$ cat src/rtl/graph_coloring_move_evaluator_unit_macros.svh
// ----------------------------------------------------------------------------
// graph coloring move evaluator - assertion macros
// shared concurrent assertion forms for the evaluator rtl
// ----------------------------------------------------------------------------
`ifndef GRAPH_COLORING_MOVE_EVALUATOR_UNIT_MACROS_SVH
`define GRAPH_COLORING_MOVE_EVALUATOR_UNIT_MACROS_SVH

// same-cycle implication, disabled during reset
`define GCME_ASSERT_IMP(label, clk, rst, ante, cons, msg) \
   label: assert property (@(posedge clk) disable iff (rst) (ante) |-> (cons)) \
      else $error(msg);

// next-cycle implication, disabled during reset
`define GCME_ASSERT_NXT(label, clk, rst, ante, cons, msg) \
   label: assert property (@(posedge clk) disable iff (rst) (ante) |=> (cons)) \
      else $error(msg);

`endif

$ cat src/rtl/gcme_pkg.sv
`timescale 1ns / 1ps
// ----------------------------------------------------------------------------
// gcme_pkg
// shared widths, codes and default sizes of the graph coloring move evaluator
// ----------------------------------------------------------------------------
package gcme_pkg;

   // payload field widths
   localparam int OP_W      = 2;
   localparam int VTX_W     = 6;
   localparam int COLOR_W   = 2;
   localparam int SCORE_W   = 10;
   localparam int CONF_W    = 10;
   localparam int DIST_W    = 3;
   localparam int STATUS_W  = 2;

   // configuration port
   localparam int CFG_W        = 7;
   localparam int CSR_DATA_W   = 32;
   localparam int CSR_ADDR_W   = 3;
   localparam logic [0:0] REG_NUM_VERTICES = 1'b0;

   // default sizes
   localparam int MAX_VERTICES_DEF = 64;
   localparam int MAX_EDGES_DEF    = 256;
   localparam int NUM_COLORS_DEF   = 4;
   localparam int NV_RESET_DEF     = 64;

   // width used for range compares
   localparam int CMP_W = 16;

   typedef enum logic [OP_W-1:0] {
      OP_ADD_EDGE  = 2'd0,
      OP_SET_COLOR = 2'd1,
      OP_PROPOSE   = 2'd2,
      OP_CLEAR     = 2'd3
   } op_type;

   typedef enum logic [STATUS_W-1:0] {
      ST_OK    = 2'd0,
      ST_FULL  = 2'd1,
      ST_RANGE = 2'd2
   } status_type;

endpackage

$ cat src/rtl/gcme_if.sv
`timescale 1ns / 1ps
// ----------------------------------------------------------------------------
// gcme_if
// request and response channels of the graph coloring move evaluator
// ----------------------------------------------------------------------------

// request channel: one operation per beat
interface gcme_req_if;
   import gcme_pkg::*;

   logic               valid;
   logic               ready;
   logic [OP_W-1:0]    op;
   logic [VTX_W-1:0]   vertex_a;
   logic [VTX_W-1:0]   vertex_b;
   logic [COLOR_W-1:0] new_color;

   modport source (output valid, op, vertex_a, vertex_b, new_color, input ready);
   modport sink   (input valid, op, vertex_a, vertex_b, new_color, output ready);
endinterface

// response channel: one result per beat
interface gcme_rsp_if;
   import gcme_pkg::*;

   logic                valid;
   logic                ready;
   logic [SCORE_W-1:0]  score;
   logic [CONF_W-1:0]   conflicts;
   logic [DIST_W-1:0]   distinct_colors;
   logic                accepted;
   logic [STATUS_W-1:0] status;

   modport source (output valid, score, conflicts, distinct_colors, accepted, status,
                   input ready);
   modport sink   (input valid, score, conflicts, distinct_colors, accepted, status,
                   output ready);
endinterface

$ cat src/rtl/graph_coloring_move_evaluator_unit.sv
`timescale 1ns / 1ps
`include "graph_coloring_move_evaluator_unit_macros.svh"
// ----------------------------------------------------------------------------
// graph_coloring_move_evaluator_unit
// Keeps an edge list and a color per vertex and scores the coloring as twice
// the conflicting edges plus the number of colors in use. One operation is
// handled at a time. Add edge passes through the lookup and fetch states to
// its result; set color and propose move go on to a walk over the edge memory
// at one edge per cycle; clear colors sweeps the color memory one entry per
// cycle before the edge walk. A num_vertices write starts a recount, a tally
// over the vertices in use and then an edge walk, during which no request is
// taken. After reset a clearing pass over all MAX_VERTICES entries zeroes the
// color memory before the first request is taken. A finished result waits in
// an output register, and the next request may be taken while it waits.
// ----------------------------------------------------------------------------
module graph_coloring_move_evaluator_unit #(
   parameter int MAX_VERTICES = gcme_pkg::MAX_VERTICES_DEF,
   parameter int MAX_EDGES    = gcme_pkg::MAX_EDGES_DEF,
   parameter int NUM_COLORS   = gcme_pkg::NUM_COLORS_DEF
) (
   input  logic                            clock,
   input  logic                            reset,
   gcme_req_if.sink                        req_ch,
   gcme_rsp_if.source                      rsp_ch,
   input  logic                            csr_psel,
   input  logic                            csr_penable,
   input  logic                            csr_pwrite,
   input  logic [gcme_pkg::CSR_ADDR_W-1:0] csr_paddr,
   input  logic [gcme_pkg::CSR_DATA_W-1:0] csr_pwdata,
   output logic [gcme_pkg::CSR_DATA_W-1:0] csr_prdata,
   output logic                            csr_pready
);
   import gcme_pkg::*;

   localparam int VW       = $clog2(MAX_VERTICES);
   localparam int NVW      = $clog2(MAX_VERTICES + 1);
   localparam int ECW      = $clog2(MAX_EDGES + 1);
   localparam int EAW      = (MAX_EDGES > 1) ? $clog2(MAX_EDGES) : 1;
   localparam int CLRW     = $clog2(NUM_COLORS);
   localparam int TW       = NVW;
   localparam int DW       = $clog2(NUM_COLORS + 1);
   localparam int CFW      = $clog2(2 * MAX_EDGES + 1);
   localparam int SCW      = ((CFW > DW) ? CFW : DW) + 1;
   localparam int NV_RESET = (NV_RESET_DEF > MAX_VERTICES) ? MAX_VERTICES : NV_RESET_DEF;

   typedef enum logic [2:0] {
      S_CLEAR,
      S_IDLE,
      S_LOOKUP,
      S_FETCH,
      S_TALLY,
      S_WALK,
      S_DONE
   } state_type;

   typedef enum logic [1:0] {
      W_PLAIN,
      W_SUBST,
      W_ALL_EQ
   } walk_mode_type;

   typedef logic [TW-1:0] tally_arr_type [NUM_COLORS];

   // number of colors with a nonzero tally
   function automatic logic [DW-1:0] count_distinct(input tally_arr_type t);
      logic [DW-1:0] n;
      n = '0;
      for (int k = 0; k < NUM_COLORS; k++) begin
         if (t[k] != '0) begin
            n = DW'(n + 1'b1);
         end
      end
      return n;
   endfunction

   // registers
   state_type       state_ff, state_in;
   walk_mode_type   mode_ff, mode_in;
   logic [NVW-1:0]  nv_ff, nv_in;
   logic            pend_ff, pend_in;
   logic            item_ff, item_in;
   op_type          op_ff, op_in;
   logic [VW-1:0]   va_ff, va_in;
   logic [VW-1:0]   vb_ff, vb_in;
   logic [CLRW-1:0] col_ff, col_in;
   logic [CLRW-1:0] old_ff, old_in;
   logic [NVW-1:0]  vidx_ff, vidx_in;
   logic [ECW-1:0]  eidx_ff, eidx_in;
   logic [ECW-1:0]  edge_cnt_ff, edge_cnt_in;
   tally_arr_type   tally_ff, tally_in;
   logic [CFW-1:0]  conf_ff, conf_in;
   logic [CFW-1:0]  acc_ff, acc_in;
   logic            p1_ff, p1_in;
   logic            p2_ff, p2_in;
   logic            t1_ff, t1_in;
   logic [VW-1:0]   ea_ff, ea_in;
   logic [VW-1:0]   eb_ff, eb_in;
   status_type      status_ff, status_in;
   logic            accepted_ff, accepted_in;
   logic            rsp_valid_ff, rsp_valid_in;
   logic [SCORE_W-1:0] rsp_score_ff, rsp_score_in;
   logic [CONF_W-1:0]  rsp_conf_ff, rsp_conf_in;
   logic [DIST_W-1:0]  rsp_dist_ff, rsp_dist_in;
   logic               rsp_acc_ff, rsp_acc_in;
   status_type         rsp_status_ff, rsp_status_in;

   // memory ports
   logic              col_we;
   logic [VW-1:0]     col_waddr;
   logic [CLRW-1:0]   col_wdata;
   logic [VW-1:0]     col_raddr_a, col_raddr_b;
   logic [CLRW-1:0]   col_rd_a, col_rd_b;
   logic              edge_we;
   logic [EAW-1:0]    edge_waddr;
   logic [2*VW-1:0]   edge_wdata;
   logic [2*VW-1:0]   edge_rd;

   // combinational helpers
   logic              csr_wr;
   logic [CMP_W-1:0]  wv16;
   logic [CMP_W-1:0]  nv16;
   logic [CMP_W-1:0]  c16;
   logic              req_ready;
   logic              req_fire;
   op_type            in_op;
   logic              a_bad, b_bad, range_err, full_err;
   logic              e_issue, v_issue, walk_done;
   logic [CLRW-1:0]   ca, cb;
   logic              ina, inb, eq;
   logic [1:0]        inc;
   tally_arr_type     nt;
   logic [DW-1:0]     dist_cur, dist_new;
   logic [SCW-1:0]    score_cur, score_new;
   logic              commit;
   logic [NVW-1:0]    tally_sum;

   // color memory, one copy per read port, written together
   gcme_ram #(.WIDTH(CLRW), .DEPTH(MAX_VERTICES)) u_color_a (
      .clock   (clock),
      .wr_en   (col_we),
      .wr_addr (col_waddr),
      .wr_data (col_wdata),
      .rd_addr (col_raddr_a),
      .rd_data (col_rd_a)
   );

   gcme_ram #(.WIDTH(CLRW), .DEPTH(MAX_VERTICES)) u_color_b (
      .clock   (clock),
      .wr_en   (col_we),
      .wr_addr (col_waddr),
      .wr_data (col_wdata),
      .rd_addr (col_raddr_b),
      .rd_data (col_rd_b)
   );

   // edge memory, entry holds {end a, end b}
   gcme_ram #(.WIDTH(2 * VW), .DEPTH(MAX_EDGES)) u_edges (
      .clock   (clock),
      .wr_en   (edge_we),
      .wr_addr (edge_waddr),
      .wr_data (edge_wdata),
      .rd_addr (eidx_ff[EAW-1:0]),
      .rd_data (edge_rd)
   );

   // configuration port
   assign csr_wr     = csr_psel && csr_penable && csr_pwrite;
   assign csr_pready = 1'b1;
   assign csr_prdata = (csr_paddr[CSR_ADDR_W-1:2] == REG_NUM_VERTICES) ?
                       CSR_DATA_W'(nv_ff) : '0;
   assign wv16       = CMP_W'(csr_pwdata[CFG_W-1:0]);

   // request side
   assign req_ready    = (state_ff == S_IDLE) && !pend_ff && !csr_wr;
   assign req_ch.ready = req_ready;
   assign req_fire     = req_ch.valid && req_ready;
   assign in_op        = op_type'(req_ch.op);
   assign nv16         = CMP_W'(nv_ff);
   assign a_bad        = CMP_W'(req_ch.vertex_a) >= nv16;
   assign b_bad        = CMP_W'(req_ch.vertex_b) >= nv16;
   assign c16          = CMP_W'(req_ch.new_color);

   // response side
   assign rsp_ch.valid           = rsp_valid_ff;
   assign rsp_ch.score           = rsp_score_ff;
   assign rsp_ch.conflicts       = rsp_conf_ff;
   assign rsp_ch.distinct_colors = rsp_dist_ff;
   assign rsp_ch.accepted        = rsp_acc_ff;
   assign rsp_ch.status          = rsp_status_ff;

   // error checks on the incoming item
   always_comb begin
      case (in_op)
         OP_ADD_EDGE:               range_err = a_bad || b_bad;
         OP_SET_COLOR, OP_PROPOSE:  range_err = a_bad;
         default:                   range_err = 1'b0;
      endcase
      full_err = (in_op == OP_ADD_EDGE) && (edge_cnt_ff == ECW'(MAX_EDGES));
   end

   // walk pipeline: edge read, color reads, compare and accumulate
   assign e_issue   = (state_ff == S_WALK) && (eidx_ff < edge_cnt_ff);
   assign v_issue   = (state_ff == S_TALLY) && (vidx_ff < nv_ff);
   assign walk_done = (state_ff == S_WALK) && !e_issue && !p1_ff && !p2_ff;

   always_comb begin
      ca  = ((mode_ff == W_SUBST) && (ea_ff == va_ff)) ? col_ff : col_rd_a;
      cb  = ((mode_ff == W_SUBST) && (eb_ff == va_ff)) ? col_ff : col_rd_b;
      eq  = (mode_ff == W_ALL_EQ) || (ca == cb);
      ina = CMP_W'(ea_ff) < nv16;
      inb = CMP_W'(eb_ff) < nv16;
      inc = eq ? (2'(ina) + 2'(inb)) : 2'd0;
   end

   // tally after a tentative recolor, and the scores around it
   always_comb begin
      for (int k = 0; k < NUM_COLORS; k++) begin
         nt[k] = tally_ff[k];
         if (CLRW'(k) == old_ff) begin
            nt[k] = TW'(nt[k] - 1'b1);
         end
         if (CLRW'(k) == col_ff) begin
            nt[k] = TW'(nt[k] + 1'b1);
         end
      end
      dist_cur  = count_distinct(tally_ff);
      dist_new  = count_distinct(nt);
      score_cur = SCW'(conf_ff) + SCW'(dist_cur);
      score_new = SCW'(acc_ff) + SCW'(dist_new);
      commit    = (op_ff == OP_SET_COLOR) || (score_new <= score_cur);
   end

   // memory address and write selection
   always_comb begin
      col_raddr_a = '0;
      col_raddr_b = '0;
      case (state_ff)
         S_LOOKUP: begin
            col_raddr_a = va_ff;
            col_raddr_b = vb_ff;
         end
         S_TALLY: begin
            col_raddr_a = vidx_ff[VW-1:0];
         end
         S_WALK: begin
            col_raddr_a = edge_rd[2*VW-1:VW];
            col_raddr_b = edge_rd[VW-1:0];
         end
         default: begin
         end
      endcase

      col_we    = 1'b0;
      col_waddr = va_ff;
      col_wdata = col_ff;
      if (state_ff == S_CLEAR) begin
         col_we    = 1'b1;
         col_waddr = vidx_ff[VW-1:0];
         col_wdata = '0;
      end else if (walk_done && (mode_ff == W_SUBST) && commit) begin
         col_we = 1'b1;
      end

      edge_we    = (state_ff == S_FETCH) && (op_ff == OP_ADD_EDGE);
      edge_waddr = edge_cnt_ff[EAW-1:0];
      edge_wdata = {va_ff, vb_ff};
   end

   // next-state logic
   always_comb begin
      state_in      = state_ff;
      mode_in       = mode_ff;
      nv_in         = nv_ff;
      pend_in       = pend_ff;
      item_in       = item_ff;
      op_in         = op_ff;
      va_in         = va_ff;
      vb_in         = vb_ff;
      col_in        = col_ff;
      old_in        = old_ff;
      vidx_in       = vidx_ff;
      eidx_in       = eidx_ff;
      edge_cnt_in   = edge_cnt_ff;
      tally_in      = tally_ff;
      conf_in       = conf_ff;
      acc_in        = acc_ff;
      p1_in         = 1'b0;
      p2_in         = 1'b0;
      t1_in         = 1'b0;
      ea_in         = ea_ff;
      eb_in         = eb_ff;
      status_in     = status_ff;
      accepted_in   = accepted_ff;
      rsp_valid_in  = rsp_valid_ff && !rsp_ch.ready;
      rsp_score_in  = rsp_score_ff;
      rsp_conf_in   = rsp_conf_ff;
      rsp_dist_in   = rsp_dist_ff;
      rsp_acc_in    = rsp_acc_ff;
      rsp_status_in = rsp_status_ff;

      case (state_ff)
         // sweep zeros through the color memory
         S_CLEAR: begin
            vidx_in = NVW'(vidx_ff + 1'b1);
            if (vidx_ff == NVW'(MAX_VERTICES - 1)) begin
               for (int k = 0; k < NUM_COLORS; k++) begin
                  tally_in[k] = '0;
               end
               tally_in[0] = TW'(nv_ff);
               mode_in     = W_ALL_EQ;
               eidx_in     = '0;
               acc_in      = '0;
               state_in    = S_WALK;
            end
         end

         S_IDLE: begin
            if (pend_ff) begin
               // recount after a num_vertices write
               pend_in = 1'b0;
               item_in = 1'b0;
               vidx_in = '0;
               for (int k = 0; k < NUM_COLORS; k++) begin
                  tally_in[k] = '0;
               end
               state_in = S_TALLY;
            end else if (req_fire) begin
               op_in       = in_op;
               va_in       = VW'(req_ch.vertex_a);
               vb_in       = VW'(req_ch.vertex_b);
               col_in      = CLRW'((c16 >= CMP_W'(NUM_COLORS)) ?
                                   c16 - CMP_W'(NUM_COLORS) : c16);
               item_in     = 1'b1;
               accepted_in = 1'b0;
               status_in   = ST_OK;
               if (range_err) begin
                  status_in = ST_RANGE;
                  state_in  = S_DONE;
               end else if (full_err) begin
                  status_in = ST_FULL;
                  state_in  = S_DONE;
               end else if (in_op == OP_CLEAR) begin
                  vidx_in  = '0;
                  state_in = S_CLEAR;
               end else begin
                  state_in = S_LOOKUP;
               end
            end
         end

         S_LOOKUP: begin
            state_in = S_FETCH;
         end

         // colors of the item's vertices are on the read ports
         S_FETCH: begin
            if (op_ff == OP_ADD_EDGE) begin
               if (col_rd_a == col_rd_b) begin
                  conf_in = CFW'(conf_ff + 2'd2);
               end
               edge_cnt_in = ECW'(edge_cnt_ff + 1'b1);
               state_in    = S_DONE;
            end else begin
               old_in   = col_rd_a;
               mode_in  = W_SUBST;
               eidx_in  = '0;
               acc_in   = '0;
               state_in = S_WALK;
            end
         end

         // per-color tally over the vertices in use
         S_TALLY: begin
            t1_in = v_issue;
            if (v_issue) begin
               vidx_in = NVW'(vidx_ff + 1'b1);
            end
            if (t1_ff) begin
               tally_in[col_rd_a] = TW'(tally_ff[col_rd_a] + 1'b1);
            end
            if (!v_issue && !t1_ff) begin
               mode_in  = W_PLAIN;
               eidx_in  = '0;
               acc_in   = '0;
               state_in = S_WALK;
            end
         end

         // conflict count over the stored edges
         S_WALK: begin
            p1_in = e_issue;
            p2_in = p1_ff;
            if (e_issue) begin
               eidx_in = ECW'(eidx_ff + 1'b1);
            end
            if (p1_ff) begin
               ea_in = edge_rd[2*VW-1:VW];
               eb_in = edge_rd[VW-1:0];
            end
            if (p2_ff) begin
               acc_in = CFW'(acc_ff + inc);
            end
            if (walk_done) begin
               if (mode_ff == W_SUBST) begin
                  if (commit) begin
                     tally_in    = nt;
                     conf_in     = acc_ff;
                     accepted_in = (op_ff == OP_PROPOSE);
                  end
               end else begin
                  conf_in = acc_ff;
               end
               state_in = item_ff ? S_DONE : S_IDLE;
            end
         end

         // hand the result to the output register
         S_DONE: begin
            if (!rsp_valid_ff || rsp_ch.ready) begin
               rsp_valid_in  = 1'b1;
               rsp_score_in  = SCORE_W'(score_cur);
               rsp_conf_in   = CONF_W'(conf_ff);
               rsp_dist_in   = DIST_W'(dist_cur);
               rsp_acc_in    = accepted_ff;
               rsp_status_in = status_ff;
               item_in       = 1'b0;
               state_in      = S_IDLE;
            end
         end

         default: begin
            state_in = S_IDLE;
         end
      endcase

      // num_vertices write, clamped into range
      if (csr_wr && (csr_paddr[CSR_ADDR_W-1:2] == REG_NUM_VERTICES)) begin
         if (wv16 == '0) begin
            nv_in = NVW'(1);
         end else if (wv16 > CMP_W'(MAX_VERTICES)) begin
            nv_in = NVW'(MAX_VERTICES);
         end else begin
            nv_in = NVW'(wv16);
         end
         pend_in = 1'b1;
      end
   end

   // state and registered outputs
   always_ff @(posedge clock) begin
      op_ff         <= op_in;
      va_ff         <= va_in;
      vb_ff         <= vb_in;
      col_ff        <= col_in;
      old_ff        <= old_in;
      acc_ff        <= acc_in;
      ea_ff         <= ea_in;
      eb_ff         <= eb_in;
      status_ff     <= status_in;
      accepted_ff   <= accepted_in;
      rsp_score_ff  <= rsp_score_in;
      rsp_conf_ff   <= rsp_conf_in;
      rsp_dist_ff   <= rsp_dist_in;
      rsp_acc_ff    <= rsp_acc_in;
      rsp_status_ff <= rsp_status_in;
      if (reset) begin
         state_ff     <= S_CLEAR;
         mode_ff      <= W_ALL_EQ;
         nv_ff        <= NVW'(NV_RESET);
         pend_ff      <= 1'b0;
         item_ff      <= 1'b0;
         vidx_ff      <= '0;
         eidx_ff      <= '0;
         edge_cnt_ff  <= '0;
         for (int k = 0; k < NUM_COLORS; k++) begin
            tally_ff[k] <= '0;
         end
         conf_ff      <= '0;
         p1_ff        <= 1'b0;
         p2_ff        <= 1'b0;
         t1_ff        <= 1'b0;
         rsp_valid_ff <= 1'b0;
      end else begin
         state_ff     <= state_in;
         mode_ff      <= mode_in;
         nv_ff        <= nv_in;
         pend_ff      <= pend_in;
         item_ff      <= item_in;
         vidx_ff      <= vidx_in;
         eidx_ff      <= eidx_in;
         edge_cnt_ff  <= edge_cnt_in;
         tally_ff     <= tally_in;
         conf_ff      <= conf_in;
         p1_ff        <= p1_in;
         p2_ff        <= p2_in;
         t1_ff        <= t1_in;
         rsp_valid_ff <= rsp_valid_in;
      end
   end

   // sum of tallies, checked against num_vertices
   always_comb begin
      tally_sum = '0;
      for (int k = 0; k < NUM_COLORS; k++) begin
         tally_sum = NVW'(tally_sum + tally_ff[k]);
      end
   end

   `GCME_ASSERT_IMP(a_edge_bound, clock, reset, 1'b1, edge_cnt_ff <= ECW'(MAX_EDGES), "edge count past capacity")
   `GCME_ASSERT_IMP(a_tally_sum, clock, reset, (state_ff == S_IDLE) && !pend_ff, tally_sum == nv_ff, "color tallies do not add up to num_vertices")
   `GCME_ASSERT_IMP(a_walk_idx, clock, reset, state_ff == S_WALK, eidx_ff <= edge_cnt_ff, "edge walk ran past the edge count")
   `GCME_ASSERT_IMP(a_accept_ok, clock, reset, rsp_valid_ff && rsp_acc_ff, rsp_status_ff == ST_OK, "kept move reported with error status")
   `GCME_ASSERT_NXT(a_busy_after_beat, clock, reset, req_ch.valid && req_ch.ready, state_ff != S_IDLE, "request beat did not start work")

endmodule

$ cat src/rtl/gcme_ram.sv
`timescale 1ns / 1ps
// ----------------------------------------------------------------------------
// gcme_ram
// generic single-port-write, single-port-read ram with registered read data
// ----------------------------------------------------------------------------
module gcme_ram #(
   parameter int WIDTH = 8,
   parameter int DEPTH = 16,
   localparam int AW   = (DEPTH > 1) ? $clog2(DEPTH) : 1
) (
   input  logic             clock,
   input  logic             wr_en,
   input  logic [AW-1:0]    wr_addr,
   input  logic [WIDTH-1:0] wr_data,
   input  logic [AW-1:0]    rd_addr,
   output logic [WIDTH-1:0] rd_data
);

   logic [WIDTH-1:0] mem_ff [DEPTH];
   logic [WIDTH-1:0] rd_data_ff;

   // write and registered read
   always_ff @(posedge clock) begin
      if (wr_en) begin
         mem_ff[wr_addr] <= wr_data;
      end
      rd_data_ff <= mem_ff[rd_addr];
   end

   assign rd_data = rd_data_ff;

endmodule

$ cat src/flat_wrapper.sv
// flat-port wrapper written by rule: the top's interface ports become plain ports
module graph_coloring_move_evaluator_unit_flat import gcme_pkg::*;
#(
   parameter int MAX_VERTICES = gcme_pkg::MAX_VERTICES_DEF,
   parameter int MAX_EDGES    = gcme_pkg::MAX_EDGES_DEF,
   parameter int NUM_COLORS   = gcme_pkg::NUM_COLORS_DEF
)
  (clock, reset, csr_psel, csr_penable, csr_pwrite, csr_paddr, csr_pwdata, csr_prdata, csr_pready, req_ch_valid, req_ch_op, req_ch_vertex_a, req_ch_vertex_b, req_ch_new_color, req_ch_ready, rsp_ch_valid, rsp_ch_score, rsp_ch_conflicts, rsp_ch_distinct_colors, rsp_ch_accepted, rsp_ch_status, rsp_ch_ready);
  gcme_req_if req_ch_i ();
  gcme_rsp_if rsp_ch_i ();
  input  logic clock;
  input  logic reset;
  input  logic csr_psel;
  input  logic csr_penable;
  input  logic csr_pwrite;
  input  logic [gcme_pkg::CSR_ADDR_W-1:0] csr_paddr;
  input  logic [gcme_pkg::CSR_DATA_W-1:0] csr_pwdata;
  output logic [gcme_pkg::CSR_DATA_W-1:0] csr_prdata;
  output logic csr_pready;
  input wire logic [$bits(req_ch_i.valid)-1:0] req_ch_valid;
  input wire logic [$bits(req_ch_i.op)-1:0] req_ch_op;
  input wire logic [$bits(req_ch_i.vertex_a)-1:0] req_ch_vertex_a;
  input wire logic [$bits(req_ch_i.vertex_b)-1:0] req_ch_vertex_b;
  input wire logic [$bits(req_ch_i.new_color)-1:0] req_ch_new_color;
  output wire logic [$bits(req_ch_i.ready)-1:0] req_ch_ready;
  output wire logic [$bits(rsp_ch_i.valid)-1:0] rsp_ch_valid;
  output wire logic [$bits(rsp_ch_i.score)-1:0] rsp_ch_score;
  output wire logic [$bits(rsp_ch_i.conflicts)-1:0] rsp_ch_conflicts;
  output wire logic [$bits(rsp_ch_i.distinct_colors)-1:0] rsp_ch_distinct_colors;
  output wire logic [$bits(rsp_ch_i.accepted)-1:0] rsp_ch_accepted;
  output wire logic [$bits(rsp_ch_i.status)-1:0] rsp_ch_status;
  input wire logic [$bits(rsp_ch_i.ready)-1:0] rsp_ch_ready;
  assign req_ch_i.valid = req_ch_valid;
  assign req_ch_i.op = req_ch_op;
  assign req_ch_i.vertex_a = req_ch_vertex_a;
  assign req_ch_i.vertex_b = req_ch_vertex_b;
  assign req_ch_i.new_color = req_ch_new_color;
  assign req_ch_ready = req_ch_i.ready;
  assign rsp_ch_valid = rsp_ch_i.valid;
  assign rsp_ch_score = rsp_ch_i.score;
  assign rsp_ch_conflicts = rsp_ch_i.conflicts;
  assign rsp_ch_distinct_colors = rsp_ch_i.distinct_colors;
  assign rsp_ch_accepted = rsp_ch_i.accepted;
  assign rsp_ch_status = rsp_ch_i.status;
  assign rsp_ch_i.ready = rsp_ch_ready;
  graph_coloring_move_evaluator_unit #(.MAX_VERTICES(MAX_VERTICES), .MAX_EDGES(MAX_EDGES), .NUM_COLORS(NUM_COLORS)) u_core (.clock(clock), .reset(reset), .req_ch(req_ch_i), .rsp_ch(rsp_ch_i), .csr_psel(csr_psel), .csr_penable(csr_penable), .csr_pwrite(csr_pwrite), .csr_paddr(csr_paddr), .csr_pwdata(csr_pwdata), .csr_prdata(csr_prdata), .csr_pready(csr_pready));
endmodule
$ cat config.mk
export PLATFORM = sky130hd
export DESIGN_NAME = graph_coloring_move_evaluator_unit_flat
export DESIGN_NICKNAME = d
export VERILOG_FILES = /design/src/rtl/gcme_pkg.sv /design/src/rtl/gcme_if.sv /design/src/rtl/graph_coloring_move_evaluator_unit.sv /design/src/rtl/gcme_ram.sv /design/src/flat_wrapper.sv
export VERILOG_INCLUDE_DIRS = /design/src /design/src/rtl
export SDC_FILE = /design/constraint.sdc
export NUM_CORES = 2
export LEC_CHECK = 0
export BUFFER_PORTS_ARGS = -buffer_cell sky130_fd_sc_hd__buf_2
export CAP_MARGIN = 5
export CELL_PAD_IN_SITES_DETAIL_PLACEMENT = 2
export CELL_PAD_IN_SITES_GLOBAL_PLACEMENT = 2
export CORE_MARGIN = 2
export CORE_UTILIZATION = 29
export DETAILED_ROUTE_END_ITERATION = 7
export PLACE_DENSITY = 0.63
export SETUP_SLACK_MARGIN = 0.1
export SYNTH_ARGS = -nofsm -noshare
export SYNTH_HDL_FRONTEND = slang
export SYNTH_HIERARCHICAL = 1
export SYNTH_SLANG_ARGS = --single-unit
$ cat constraint.sdc
create_clock -name clock -period 11.6 [get_ports clock]
set_input_delay 1.74 -clock clock [delete_from_list [all_inputs] [get_ports clock]]
set_output_delay 1.74 -clock clock [all_outputs]
set_load 0.05 [all_outputs]
==> qor.csv <==
metric;value;unit
status;finished with violations;
failing checks;capacitance limit, slew limit;
total number of yosys warnings;6;
Setup crit start;u_core/old_ff[1];
post-synthesis area per instance;18.9;um2
# DRC;0;
initial antenna violation count;19;
nets@finish;8002;
via count;76800;
synth top area cells;edfxtp_1 (72%), mux4_2 (11%), mux2i_1 (1.8%), nor2_1 (1.5%), dfxtp_1 (1.4%);
highest clock rate;0.109;GHz
routed vias/inst;5.25;
Final Skew;70.3;ps
gr usage total;0.177;
Fillers;48000;
Placer Congestion;0.795;
reg-to-reg startpoint;u_core/old_ff[1];
HP Start;u_core/status_ff[1];
Buffers on Ports;65;
Final Max Tran Viols;2;
Root Buffer;clkbuf_16;
1st-iter DRT viols;8015;
Worst Path Required;12220;ps
routed len/inst;30.6;um
CTS tree;built;
Die Area;491000;um2
Placed Cells;13900;
first-pass GRT wire length;636000;um
Rows;255;
Lkg Pwr;48.8;nW
cell taking the most area after synthesis;edfxtp_1;
slew at the pin closest to its max-slew limit;1520;ps
Die Ht;701;um
Core Area;483000;um2
Finish-stage setup viols;0;
initial core utilization;0.292;
Slew HR;-0.0244;
RSZ-0062 raised after global routing;no;
Hold Path Depth;0;
Setup TNS;0;ps
post-route insts no fill;14600;
Synth top cells by count;edfxtp_1 (3397), mux4_2 (687), nor2_1 (548), mux2i_1 (248), clkbuf_1 (233);
count leader, synth;edfxtp_1;
async set-or-reset flop fraction in the synthesized netlist;0;
period utilisation layout;0.789;
Reg clk slew, reported paths;60;ps
crit-path most repeated cell;ha_1;
Clock power frac;0.418;
Die Wd;701;um
setup slack at placement;2460;ps
Power, Total;0.0297;W
reg2reg path depth;32;
vias in the first global route;82700;
largest net degree at the start of global routing;177;
cts hold-fix bufs;0;
minimum clock period;9160;ps
predominant post-synthesis flop cell;edfxtp_1;
cts bufs inserted;381;
I/O pin count;119;
Syn-to-layout area delta;15.2;%
Net Switching;0.00733;W
clock buffer depth;4;
Post-synth EDFFs;3397;
WHS;433;ps
PostCTS Resize Cnt;0;
final hold vios;0;
VDD IR-drop max;127;uV
Worst-Skew Late Latency;990;ps
CTS H-tree lvls;5;
power share of the sequential group;0.488;
residual overflow from global routing;0;
WP data arrival;9780;ps
CP max FO;17;
fraction of layout cells with a size suffix above 1;0.222;
remaining antenna violation count;0;
drt pass-1 iters;8;
CP max stage delay;660;ps
number of synthesized register bits;3494;
Clock Sinks;3494;
Gate power share;0.094;
Crit Path Category;reg2reg;
top cell type's share of synthesized area;0.724;
Internal;0.0224;W
sequential area share after synthesis;0.738;
Synth cell types;99;
post-DP HPWL;277000;um
WL final;448000;um
HP Class;reg2reg;
crit end category;flip-flop;
Final WS setup;2440;ps
cell area after synthesis;141000;um2
PwrDens;183;nW/um2
Max Cap Violations;2;
CP Launch Type;flip-flop;
Net Sw Frac;0.247;
Post-Syn Instances;7472;
Post-CTS Setup Inserts;0;
Worst path slowest cell;edfxtp_1;
[path summary, 6_finish.rpt]
| path | to | slack, ps |
|---|---|---|
| setup / recovery | u_core/u_color_b/mem_ff[6][1] | 2440 |
| hold / removal | u_core/rsp_ch.status[1] | 430 |
| setup reg to reg | u_core/u_color_b/mem_ff[6][1] | 2440 |
| hold reg to reg | u_core/rsp_ch.status[1] | 430 |
[per-stage QoR]
stage / cell area, um2 / utilization
global route: 162000 / 0.336
floorplan: 141000 / -
global placement: 150000 / 0.310
CTS: 162000 / 0.336
detailed placement: 150000 / 0.310
finish: 162000 / 0.336
[worst max-delay path: cells and delay by family, from the launching register on]
family,cells,cell delay [ps]
AOI/OAI and AO/OA,8,1440
xor gates and xnor gates,3,700
adders and majority gates,5,1400
buffers and inverters,1,100
DFF,1,660
muxes,1,390
and+or+nand+nor,14,4130
[power by group through the flow]
stage          Sequential [W]  Clock (W)  Combinational [W]
2_1_floorplan          0.0149          0            0.00165
5_1_grt                0.0145     0.0130            0.00304
3_3_place_gp           0.0147          0            0.00272
6_report               0.0145     0.0124            0.00280
4_1_cts                0.0145     0.0126            0.00285
3_5_place_dp           0.0147          0            0.00284
[cell usage in the layout (no fill, tap or decap), types with 45 or more instances in the layout]
master / synthesis / layout
o21ai_0: 102 / 98
inv_1: 79 / 79
clkinv_1: 1 / 78
o221ai_1: 56 / 56
edfxtp_1: 3397 / 3397
buf_4: 60 / 366
xnor2_1: 67 / 67
nand2b_1: 47 / 45
buf_2: 83 / 65
clkinv_2: 0 / 68
clkbuf_16: 0 / 386
a21oi_1: 216 / 216
nor2b_1: 69 / 65
nand3_1: 80 / 75
nor3_1: 67 / 66
nand2_1: 189 / 188
ha_1: 82 / 82
dfxtp_1: 97 / 90
a22oi_1: 231 / 230
nor2_1: 548 / 532
mux2i_1: 248 / 248
o22ai_1: 95 / 95
clkbuf_1: 233 / 83
mux4_2: 687 / 687
[metal layers]
metal | vias up | global-route usage | share of wire
met1 | 42300 | 0.239 | 0.42
met4 | 2 | 0.0498 | 0.029
met5 | - | 0 | 0.000029
li1 | 31400 | - | -
met2 | 2563 | 0.300 | 0.49
met3 | 610 | 0.0234 | 0.058
[cells by family after synthesis]
group           count (synthesis)  synth area share
flops                        3494             0.738
compound gates                984            0.0480
fa+ha+maj                      85           0.00771
mux                           996             0.134
buf+inv                       551            0.0225
simple gates                 1258            0.0432
xor+xnor                      102           0.00640
other cells                     2         0.0000533
[state kept, by name, summed over array words and instances (netlist names), 9 cells and up]
signal / cells
u_core/eidx_ff: 9
u_core/rsp_ch.conflicts: 10
u_core/u_color_a/mem_ff: 128
u_core/conf_ff: 10
u_core/tally_ff: 28
u_core/edge_cnt_ff: 9
u_core/rsp_ch.score: 10
u_core/u_edges/mem_ff: 3072
u_core/u_edges/rd_data: 12
u_core/acc_ff: 10
u_core/u_color_b/mem_ff: 128
[cell type report]
type | instances | area [um2] | share of cell area
diodes | 9 | 22.5 | 0.000139
clock buffers | 480 | 10100 | 0.0624
clock inverters | 229 | 2440 | 0.0150
inverters | 80 | 300 | 0.00185
multi-input cells | 3451 | 34000 | 0.210
flip-flops and latches | 3494 | 104000 | 0.641
well taps | 6425 | 8040 | 0.0495
repair buffers | 451 | 3380 | 0.0208
No activity file was read; power rests on OpenSTA's default activity.
